## config.mk

```make
export PLATFORM = sky130hd
export DESIGN_NAME = hsv_to_rgb_pixel_convert
export DESIGN_NICKNAME = d
export VERILOG_FILES = /design/src/sv/hsvrgb_pkg.sv /design/src/sv/hsv_to_rgb_pixel_convert.sv
export SDC_FILE = /design/constraint.sdc
export NUM_CORES = 2
export LEC_CHECK = 0
export BUFFER_PORTS_ARGS = -buffer_cell sky130_fd_sc_hd__buf_2
export CAP_MARGIN = 10
export CORE_MARGIN = 4
export CORE_UTILIZATION = 43
export DETAILED_ROUTE_END_ITERATION = 16
export GPL_TIMING_DRIVEN = 1
export PLACE_DENSITY = 0.56
export SLEW_MARGIN = 20
export SYNTH_ARGS = -nofsm -noshare
export SYNTH_HDL_FRONTEND = slang
export SYNTH_SLANG_ARGS = --single-unit
export TNS_END_PERCENT = 5
```

## constraint.sdc

```tcl
create_clock -name clk -period 13.25 [get_ports clk]
set_input_delay 1.9875 -clock clk [delete_from_list [all_inputs] [get_ports clk]]
set_output_delay 1.9875 -clock clk [all_outputs]
set_load 0.02 [all_outputs]
```

## src/sv/hsvrgb_pkg.sv

```systemverilog
package hsvrgb_pkg;

    // fixed field widths
    localparam int HUE_W = 15;
    localparam int CH_W  = 16;
    localparam int REM_W = 12;

    // one sector is 60 degrees in 1/64 degree steps, 3840 = 15 * 2^8
    localparam logic [HUE_W-1:0] HUE_SECTOR = 15'd3840;
    localparam logic [HUE_W-1:0] HUE_TURN   = 15'd23040;
    localparam int SECTOR_SHIFT = 8;
    localparam int SECTOR_ODD   = 15;

    // reciprocal of 15 scaled by 2^24, truncated, so the estimate is low by at most one
    localparam int RECIP_SHIFT = 24;
    localparam int RECIP_W     = 21;
    localparam logic [RECIP_W-1:0] RECIP_15 = 21'd1118481;

    // estimate width: quotients stay below 2^17
    localparam int EST_W = 17;

    typedef enum logic [2:0] {
        SEC_RY = 3'd0,  // red max, green rising
        SEC_YG = 3'd1,  // green max, red falling
        SEC_GC = 3'd2,  // green max, blue rising
        SEC_CB = 3'd3,  // blue max, green falling
        SEC_BM = 3'd4,  // blue max, red rising
        SEC_MR = 3'd5   // red max, blue falling
    } sector_t;

endpackage

```

## src/sv/hsv_to_rgb_pixel_convert.sv

```systemverilog
// channel   direction  handshake             fields
// in        input      in_valid / in_stall   hue[14:0], saturation[15:0], brightness[15:0]
// out       output     out_valid / out_stall red[15:0], green[15:0], blue[15:0]
//
// one item per clock sustained while out_stall is low, six register stages
// the depth is set by the two multiplier stages (s*f, then v*(1-s*f)) and the
// reciprocal multiply that replaces the divide by 15
// stages advance independently: a bubble inside the pipe still takes an item
// while the output register holds a stalled result
// rst_n clears the valid bits only; payload registers are not reset
module hsv_to_rgb_pixel_convert #(
    parameter int FRAC_BITS = 15
) (
    input  logic                          clk,
    input  logic                          rst_n,
    input  logic                          in_valid,
    output logic                          in_stall,
    input  logic [hsvrgb_pkg::HUE_W-1:0]  hue,
    input  logic [hsvrgb_pkg::CH_W-1:0]   saturation,
    input  logic [hsvrgb_pkg::CH_W-1:0]   brightness,
    output logic                          out_valid,
    input  logic                          out_stall,
    output logic [hsvrgb_pkg::CH_W-1:0]   red,
    output logic [hsvrgb_pkg::CH_W-1:0]   green,
    output logic [hsvrgb_pkg::CH_W-1:0]   blue
);
    import hsvrgb_pkg::*;

    // 1.0 in the fixed-point format and its sector-scaled version
    localparam int ONE_W  = FRAC_BITS + 1;
    localparam logic [ONE_W-1:0] ONE = {1'b1, {FRAC_BITS{1'b0}}};
    localparam int FULL_W = FRAC_BITS + REM_W;
    localparam logic [FULL_W-1:0] FULL = FULL_W'(HUE_SECTOR) << FRAC_BITS;
    // product widths
    localparam int SQ_W = CH_W + REM_W;       // s * remainder
    localparam int P_W  = CH_W + ONE_W;       // v * (1 - s)
    localparam int NQ_W = CH_W + FULL_W;      // v * (full - s * rem)
    localparam int M_W  = NQ_W + 1 - FRAC_BITS - SECTOR_SHIFT;
    localparam logic [P_W:0]  HALF_P = (P_W+1)'(ONE) >> 1;
    localparam logic [NQ_W:0] HALF_Q = (NQ_W+1)'(FULL) >> 1;

    // stage enables, each stage moves when empty or when the next one moves
    logic en1, en2, en3, en4, en5, en6;
    logic vld1_reg, vld2_reg, vld3_reg, vld4_reg, vld5_reg, vld6_reg;

    assign en6 = !vld6_reg || !out_stall;
    assign en5 = !vld5_reg || en6;
    assign en4 = !vld4_reg || en5;
    assign en3 = !vld3_reg || en4;
    assign en2 = !vld2_reg || en3;
    assign en1 = !vld1_reg || en2;
    assign in_stall = !en1;

    always_ff @(posedge clk or negedge rst_n)
    begin
        if (!rst_n)
        begin
            vld1_reg <= 1'b0;
            vld2_reg <= 1'b0;
            vld3_reg <= 1'b0;
            vld4_reg <= 1'b0;
            vld5_reg <= 1'b0;
            vld6_reg <= 1'b0;
        end
        else
        begin
            if (en1) vld1_reg <= in_valid;
            if (en2) vld2_reg <= vld1_reg;
            if (en3) vld3_reg <= vld2_reg;
            if (en4) vld4_reg <= vld3_reg;
            if (en5) vld5_reg <= vld4_reg;
            if (en6) vld6_reg <= vld5_reg;
        end
    end

    // ---------------- stage 1: clamp, hue wrap, sector split
    logic [HUE_W-1:0] hue_wrap;
    sector_t          sec1_next;
    logic [HUE_W-1:0] base1;
    logic [CH_W-1:0]  sat1_next, val1_next;

    sector_t          sec1_reg;
    logic [REM_W-1:0] rem1_reg;
    logic [CH_W-1:0]  sat1_reg, val1_reg;

    always_comb
    begin
        // values above one saturate to one (only reachable when FRAC_BITS < 16)
        sat1_next = (32'(saturation) > 32'(ONE)) ? CH_W'(ONE) : saturation;
        val1_next = (32'(brightness) > 32'(ONE)) ? CH_W'(ONE) : brightness;
        // a full turn or more wraps once
        hue_wrap = (hue >= HUE_TURN) ? hue - HUE_TURN : hue;
        priority if (hue_wrap >= HUE_SECTOR * 15'd5)
        begin
            sec1_next = SEC_MR;
            base1     = HUE_SECTOR * 15'd5;
        end
        else if (hue_wrap >= HUE_SECTOR * 15'd4)
        begin
            sec1_next = SEC_BM;
            base1     = HUE_SECTOR * 15'd4;
        end
        else if (hue_wrap >= HUE_SECTOR * 15'd3)
        begin
            sec1_next = SEC_CB;
            base1     = HUE_SECTOR * 15'd3;
        end
        else if (hue_wrap >= HUE_SECTOR * 15'd2)
        begin
            sec1_next = SEC_GC;
            base1     = HUE_SECTOR * 15'd2;
        end
        else if (hue_wrap >= HUE_SECTOR)
        begin
            sec1_next = SEC_YG;
            base1     = HUE_SECTOR;
        end
        else
        begin
            sec1_next = SEC_RY;
            base1     = '0;
        end
    end

    always_ff @(posedge clk)
    begin
        if (en1 && in_valid)
        begin
            sec1_reg <= sec1_next;
            rem1_reg <= REM_W'(hue_wrap - base1);
            sat1_reg <= sat1_next;
            val1_reg <= val1_next;
        end
    end

    // ---------------- stage 2: s*f and s*(1-f), 1-s
    sector_t          sec2_reg;
    logic [CH_W-1:0]  val2_reg;
    logic [ONE_W-1:0] oms2_reg;
    logic [SQ_W-1:0]  sq2_reg, st2_reg;

    always_ff @(posedge clk)
    begin
        if (en2 && vld1_reg)
        begin
            sec2_reg <= sec1_reg;
            val2_reg <= val1_reg;
            oms2_reg <= ONE - ONE_W'(sat1_reg);
            sq2_reg  <= SQ_W'(sat1_reg) * SQ_W'(rem1_reg);
            st2_reg  <= SQ_W'(sat1_reg) * SQ_W'(REM_W'(HUE_SECTOR) - rem1_reg);
        end
    end

    // ---------------- stage 3: scale by v
    // with zero saturation all three products reduce to v, which gives grey
    sector_t         sec3_reg;
    logic [CH_W-1:0] val3_reg;
    logic [P_W-1:0]  pp3_reg;
    logic [NQ_W-1:0] pq3_reg, pt3_reg;

    always_ff @(posedge clk)
    begin
        if (en3 && vld2_reg)
        begin
            sec3_reg <= sec2_reg;
            val3_reg <= val2_reg;
            pp3_reg  <= P_W'(val2_reg) * P_W'(oms2_reg);
            pq3_reg  <= NQ_W'(val2_reg) * NQ_W'(FULL - FULL_W'(sq2_reg));
            pt3_reg  <= NQ_W'(val2_reg) * NQ_W'(FULL - FULL_W'(st2_reg));
        end
    end

    // ---------------- stage 4: round, drop the power-of-two part of the divisor
    logic [P_W:0]  pr4;
    logic [NQ_W:0] qr4, tr4;

    sector_t         sec4_reg;
    logic [CH_W-1:0] val4_reg, p4_reg;
    logic [M_W-1:0]  mq4_reg, mt4_reg;

    assign pr4 = (P_W+1)'(pp3_reg) + HALF_P;
    assign qr4 = (NQ_W+1)'(pq3_reg) + HALF_Q;
    assign tr4 = (NQ_W+1)'(pt3_reg) + HALF_Q;

    always_ff @(posedge clk)
    begin
        if (en4 && vld3_reg)
        begin
            sec4_reg <= sec3_reg;
            val4_reg <= val3_reg;
            p4_reg   <= pr4[FRAC_BITS +: CH_W];
            mq4_reg  <= qr4[NQ_W -: M_W];
            mt4_reg  <= tr4[NQ_W -: M_W];
        end
    end

    // ---------------- stage 5: divide by 15 via reciprocal estimate
    logic [M_W+RECIP_W-1:0] eq5_full, et5_full;

    sector_t          sec5_reg;
    logic [CH_W-1:0]  val5_reg, p5_reg;
    logic [M_W-1:0]   mq5_reg, mt5_reg;
    logic [EST_W-1:0] eq5_reg, et5_reg;

    assign eq5_full = (M_W+RECIP_W)'(mq4_reg) * (M_W+RECIP_W)'(RECIP_15);
    assign et5_full = (M_W+RECIP_W)'(mt4_reg) * (M_W+RECIP_W)'(RECIP_15);

    always_ff @(posedge clk)
    begin
        if (en5 && vld4_reg)
        begin
            sec5_reg <= sec4_reg;
            val5_reg <= val4_reg;
            p5_reg   <= p4_reg;
            mq5_reg  <= mq4_reg;
            mt5_reg  <= mt4_reg;
            eq5_reg  <= eq5_full[RECIP_SHIFT +: EST_W];
            et5_reg  <= et5_full[RECIP_SHIFT +: EST_W];
        end
    end

    // ---------------- stage 6: fix the estimate, route by sector
    logic [M_W-1:0]  rq6, rt6;
    logic [CH_W-1:0] q6, t6;
    logic [CH_W-1:0] red_next, green_next, blue_next;

    logic [CH_W-1:0] red_reg, green_reg, blue_reg, val6_reg;

    always_comb
    begin
        rq6 = mq5_reg - M_W'(eq5_reg) * M_W'(SECTOR_ODD);
        rt6 = mt5_reg - M_W'(et5_reg) * M_W'(SECTOR_ODD);
        q6  = (rq6 >= M_W'(SECTOR_ODD)) ? CH_W'(eq5_reg + EST_W'(1)) : CH_W'(eq5_reg);
        t6  = (rt6 >= M_W'(SECTOR_ODD)) ? CH_W'(et5_reg + EST_W'(1)) : CH_W'(et5_reg);
        unique case (sec5_reg)
            SEC_RY:
            begin
                red_next = val5_reg; green_next = t6;       blue_next = p5_reg;
            end
            SEC_YG:
            begin
                red_next = q6;       green_next = val5_reg; blue_next = p5_reg;
            end
            SEC_GC:
            begin
                red_next = p5_reg;   green_next = val5_reg; blue_next = t6;
            end
            SEC_CB:
            begin
                red_next = p5_reg;   green_next = q6;       blue_next = val5_reg;
            end
            SEC_BM:
            begin
                red_next = t6;       green_next = p5_reg;   blue_next = val5_reg;
            end
            default:
            begin
                red_next = val5_reg; green_next = p5_reg;   blue_next = q6;
            end
        endcase
    end

    always_ff @(posedge clk)
    begin
        if (en6 && vld5_reg)
        begin
            red_reg   <= red_next;
            green_reg <= green_next;
            blue_reg  <= blue_next;
            val6_reg  <= val5_reg;
        end
    end

    assign out_valid = vld6_reg;
    assign red       = red_reg;
    assign green     = green_reg;
    assign blue      = blue_reg;

    // reciprocal estimate is low by at most one
    a_est_q: assert property (@(posedge clk) disable iff (!rst_n)
        vld5_reg |-> (mq5_reg - M_W'(eq5_reg) * M_W'(SECTOR_ODD)) < M_W'(2 * SECTOR_ODD))
        else $error("q quotient estimate off by more than one");

    a_est_t: assert property (@(posedge clk) disable iff (!rst_n)
        vld5_reg |-> (mt5_reg - M_W'(et5_reg) * M_W'(SECTOR_ODD)) < M_W'(2 * SECTOR_ODD))
        else $error("t quotient estimate off by more than one");

    // one channel always carries the value
    a_max_chan: assert property (@(posedge clk) disable iff (!rst_n)
        vld6_reg |-> (red_reg == val6_reg || green_reg == val6_reg || blue_reg == val6_reg))
        else $error("no channel equals brightness");

    // an empty first stage never pushes back
    a_bubble: assert property (@(posedge clk) disable iff (!rst_n)
        !vld1_reg |-> !in_stall)
        else $error("input stalled with empty first stage");

    // a result waiting at the output keeps its valid, red and blue while stalled
    a_hold: assert property (@(posedge clk) disable iff (!rst_n)
        (vld6_reg && out_stall) |=> (vld6_reg && $stable(red_reg) && $stable(blue_reg)))
        else $error("stalled result changed");

endmodule

```

# Yosys cells after proc, flatten, opt, wreduce, memory -nomap -nowiden
# Cells that the tools add are included.
[totals] register_bits=514 ram_bits=0 rom_bits=0 elab_cells=113 output_inout_bits=50 latchBits=0 mem_count=0 inputBits=51
[op_classes] n_mux=15 eq_ne=4 shifts=0 n_div=0 n_addsub=13 n_reduce_logical=26 magnitude_cmp=10 bitwise=0 n_mul=9
[op_table] cell="case mux 16 bit (3 select lines)" count=3
[op_table] cell="adder 43 x 26 -> 44 bit, second input constant" count=2
[op_table] cell="multiplier 17 x 28 -> 43 bit" count=2
[op_table] cell="multiplier 21 x 21 -> 41 bit, second input constant" count=2
[op_table] cell="2-to-1 mux 12 bit" count=5
[op_table] cell="subtractor 27 x 27 -> 28 bit, first input constant" count=2
[op_table] cell="greater-or-equal comparator 21 x 4 -> 1 bit, second input constant" count=2
[op_table] cell="multiplier 17 x 4 -> 21 bit, second input constant" count=2
[op_table] cell="subtractor 21 bit" count=2
[op_table] cell="adder 16 x 1 -> 16 bit, second input constant" count=2
[op_table] cell="> comparator 16 bit, second input constant" count=2
[op_table] cell="2-to-1 mux 16 bit" count=2
[op_table] cell="adder 31 x 15 -> 31 bit, second input constant" count=1
[op_table] cell="multiplier 16 x 16 -> 31 bit" count=1
[op_table] cell="greater-or-equal comparator 15 x 14 -> 1 bit, second input constant" count=2
[op_table] cell="greater-or-equal comparator 15 bit, second input constant" count=2
[op_table] cell="multiplier 16 x 12 -> 27 bit" count=1
[op_table] cell="multiplier 17 x 13 -> 27 bit" count=1
[op_table] cell="subtractor 16 bit, first input constant" count=1
[op_table] cell="greater-or-equal comparator 15 x 12 -> 1 bit, second input constant" count=1
[op_table] cell="greater-or-equal comparator 15 x 13 -> 1 bit, second input constant" count=1
[op_table] cell="2-to-1 mux 15 bit" count=1
[op_table] cell="subtractor 15 bit, second input constant" count=1
[op_table] cell="subtractor 12 x 12 -> 13 bit, first input constant" count=1
[op_table] cell="11 further kinds" count=35

# Logic depth before layout (Yosys ltp)
[depth] depth_word=9 ltp_mapped=36 depth_no_buf=32

# Least setup slack after synthesis
# Ideal clock, no wire load.
[synth_path] kind="flip-flop to flip-flop" start="reg, netlist name sq2_reg[0]" end="reg pt3_reg[40] (data pin)" setup_slack_ps=4703 setup_time_ps=271 synth_period_minus_slack_ps=8547 required_ps=12979 arrival_ps=8276 stages_incl_launch_ff=34 n_path_buf=4 cell_sequence="edfxtp_1 > clkbuf_1 > clkbuf_1 > inv_1 > ha_1 > nand2_1 > or2_1 > or3_1 > or4_1 > buf_2 > xor2_1 > clkbuf_1 > nand2_1 > fa_1 > fa_1 > fa_1 > inv_1 > fa_1 > fa_1 > inv_1 > fa_1 > inv_1 > ha_1 > a2111oi_0 > o21ai_0 > a22oi_1 > o21ai_0 > a21o_1 > a31o_2 > a21oi_1 > a21oi_1 > a21o_1 > a211oi_1 > nor3_1"
[synth_rtl] item="to (signal assigned)" line_no="hsv_to_rgb_pixel_convert.sv:169" rtl="pt3_reg <= NQ_W'(val2_reg) * NQ_W'(FULL - FULL_W'(st2_reg));"
[synth_rtl] item="to (decl)" line_no="hsv_to_rgb_pixel_convert.sv:159" rtl="logic [NQ_W-1:0] pq3_reg, pt3_reg;"

# Final worst setup path
[layout_path] start="reg st2_reg[5]" end="reg pt3_reg[40] (data pin)"
[layout_between] elab_chain_len=2
[layout_rtl] item="from (decl)" line_no="hsv_to_rgb_pixel_convert.sv:140" rtl="logic [SQ_W-1:0] sq2_reg, st2_reg;"
[layout_rtl] item="from (signal assigned)" line_no="hsv_to_rgb_pixel_convert.sv:150" rtl="st2_reg <= SQ_W'(sat1_reg) * SQ_W'(REM_W'(HUE_SECTOR) - rem1_reg);"
[layout_rtl] item="subtractor 27 x 27 -> 28 bit" line_no="hsv_to_rgb_pixel_convert.sv:169"
[layout_rtl] item="multiplier 17 x 28 -> 43 bit" line_no="hsv_to_rgb_pixel_convert.sv:169"
# No other way between the ends.
# A chain may end at the register's enable or synchronous reset.

==> flow_metrics.tcl <==
set metrics [dict create \
    outcome "completed" \
    slew_headroom_pct 25.5 \
    drv_slew 0 \
    post-route-period-util_pct 71.8 \
    ys_seq_elements 455 \
    start_util_pct 43.3 \
    hold_buffers 0 \
    timing.rr.end "pt3_reg[40]" \
    drtPass1Iterations 5 \
    rsz0062_at_grt "no" \
    grt_pass1_vias 59200 \
    synthFlopType "edfxtp_1" \
    synth_cell_types 89 \
    cp_slowest_cell "xor2_2" \
    fin_crit_ns 9.52 \
    hold_violations 0 \
    reg2reg_slack_ns 3.73 \
    h-tree-depth 2 \
    worstMarginPinSlew_ns 1.12 \
    grt_max_degree 74 \
    async_flop_share_pct 1.32 \
    synth_warnings 0 \
    rows 159 \
    drive_above_1_share_pct 4.38 \
    drc 0 \
    worst_ep_required_time_ns 13.64 \
    fmax_mhz 105 \
    netlist_instances 8333 \
    fin_skew_ns 0.0337 \
    cp_common_cell "fa_1" \
    setup_tns_ns 0 \
    die_x_um 443 \
    cts.clk_slew.worst_paths_ns 0.06 \
    die-area_um2 196000 \
    ant_nets 0 \
    cts_root_buf "clkbuf_16" \
    cts_tree "built" \
    drtIter0Drc 3118 \
    seq_area_frac_synth_pct 16.8 \
    r2r_cells 29 \
    globalplace.congestion 0.871 \
    cp-end-kind "flop" \
    crit_type "reg -> reg" \
    grt.overflow.total 0 \
    startpoint "st2_reg[5]" \
    fin_cells 10800 \
    fin_ws_ns 3.73 \
    rr_startpoint "st2_reg[5]" \
    finalNetCount 10700 \
    antenna_found_initial 4 \
    die-height_um 443 \
    vias 55400 \
    crit_path_max_fanout 16 \
    area_growth_pct 6.47 \
    io_pins 101 \
    wl_per_cell_um 19.0 \
    syn_area_per_cell_um2 9.76 \
    placedCellCount 10700 \
    via_per_inst 5.12 \
    grt_pass1_wl_um 332000 \
    maxCapViolCount 0 \
    crit_end "pt3_reg[40]" \
    postCtsSetupBuffers 0 \
    min_path_type "reg -> reg" \
    syn_nets 10700 \
    postCtsResizedCells 0 \
    cts_made_buffers 56 \
    dp_slack_ns 3.73 \
    clkSinkCount 455 \
    largest_reg_flops 27 \
    clock_latency_ns 0.67 \
    clockBufferDepth 3 \
    synth_edf_count 449 \
    core_area_um2 188000 \
    mappedNetlistArea_um2 81300 \
    setup-violations-final 0 \
    slowest_delay_ns 0.67 \
    startpoint_type "flop" \
    antennaDiodeCount 0 \
    crit_arrival_ns 9.91 \
    portBuffers 100 \
    dp_hpwl_um 163000 \
    hold_slack_ns 0.415 \
    grt_usage_pct 21.3 \
    wl_um 206000 \
]
[cells by family (layout without fill, tap and decap cells)]
| family | count (synthesis) | in the layout | synth area share (%) |
|---|---|---|---|
| fa+ha+maj | 2357 | 2357 | 50.3 |
| simple gates | 2320 | 2320 | 13.8 |
| buf+inv | 2256 | 2252 | 10.4 |
| mux | 18 | 18 | 0.229 |
| flops | 455 | 455 | 16.8 |
| xor+xnor | 336 | 336 | 3.67 |
| compound gates | 591 | 591 | 4.79 |
[worst min-delay path by stage]
stage	from	end	slack [ns]	depth (start not counted)
after floorplan	p4_reg[0]	p5_reg[0]	0.40	0
after global placement	val3_reg[5]	val4_reg[5]	0.40	0
after detailed placement	sec2_reg[2]	sec3_reg[2]	0.40	0
after CTS	val3_reg[12]	val4_reg[12]	0.42	0
after global routing	sec2_reg[2]	sec3_reg[2]	0.42	0
final	val1_reg[8]	val2_reg[8]	0.42	0
[Yosys cell counts, types with 90 or more instances]
cell,n,area [um^2]
inv_1,1934,7260
fa_1,1514,30300
nand2_1,1070,4020
ha_1,843,10500
and2_1,598,3740
edfxtp_1,449,13500
clkbuf_1,301,1130
xnor2_1,242,2120
nor2_1,204,766
a21oi_1,168,841
o21ai_0,106,531
xor2_1,90,788
[critical path, delay by kind of cell (launching register included)]
| kind | cells | cell delay (ns) |
|---|---|---|
| AOI/OAI and AO/OA | 10 | 2.44 |
| buffers and inverters | 3 | 0.16 |
| and+or+nand+nor | 8 | 2.22 |
| adders and majority gates | 7 | 3.30 |
| xor gates and xnor gates | 1 | 0.67 |
| DFF | 1 | 0.41 |
[metal layers]
layer  GRT usage [%]  vias to the layer above  part of all wire, %
met2            36.5                     1277                   49
met4            4.86                        0                  2.3
met5               0                        -                    0
met1            29.0                    28500                   44
met3            2.70                      236                  5.0
li1                -                    25400                    -
[placed cells by master (no fill, tap or decap), types with 13 or more instances in the layout]
cell type     n
mux2i_1      13
nand2_1    1070
or3_1        17
xor2_1       82
o211ai_1     22
and2_1      595
nand3_1      77
a221oi_1     15
o21a_1       32
a31oi_1      19
and3_1       43
a211o_1      19
a21o_1       46
nor3b_1      14
nor4_1       32
edfxtp_1    449
nor2b_1      57
o21ai_0     106
or2_2        19
a21oi_1     168
buf_2       100
fa_1       1514
clkbuf_16    56
nand2b_1     31
buf_4       113
xnor2_1     235
inv_1      1934
nor3_1       77
ha_1        843
a211oi_1     27
nor2_1      204
nand4_1      35
[metrics by stage]
stage | utilization [%] | cell area [um^2]
2_1_floorplan | - | 81300
3_3_place_gp | 45.1 | 84700
3_5_place_dp | 45.1 | 84700
4_1_cts | 46.1 | 86600
5_1_grt | 46.1 | 86600
6_report | 46.1 | 86600
[layout make-up]
type                    count  area, um^2
clock buffers              61        1420
clock inverters            42         440
fillers                 18000      101000
inverters                1936        7270
multi-input cells        5622       59300
flip-flops and latches    455       13600
well taps                2495        3120
repair buffers            213        1350
Power is left out: the tool's default activity adds up to more than one toggle a clock period on the data nets, which glitch-free logic cannot reach.
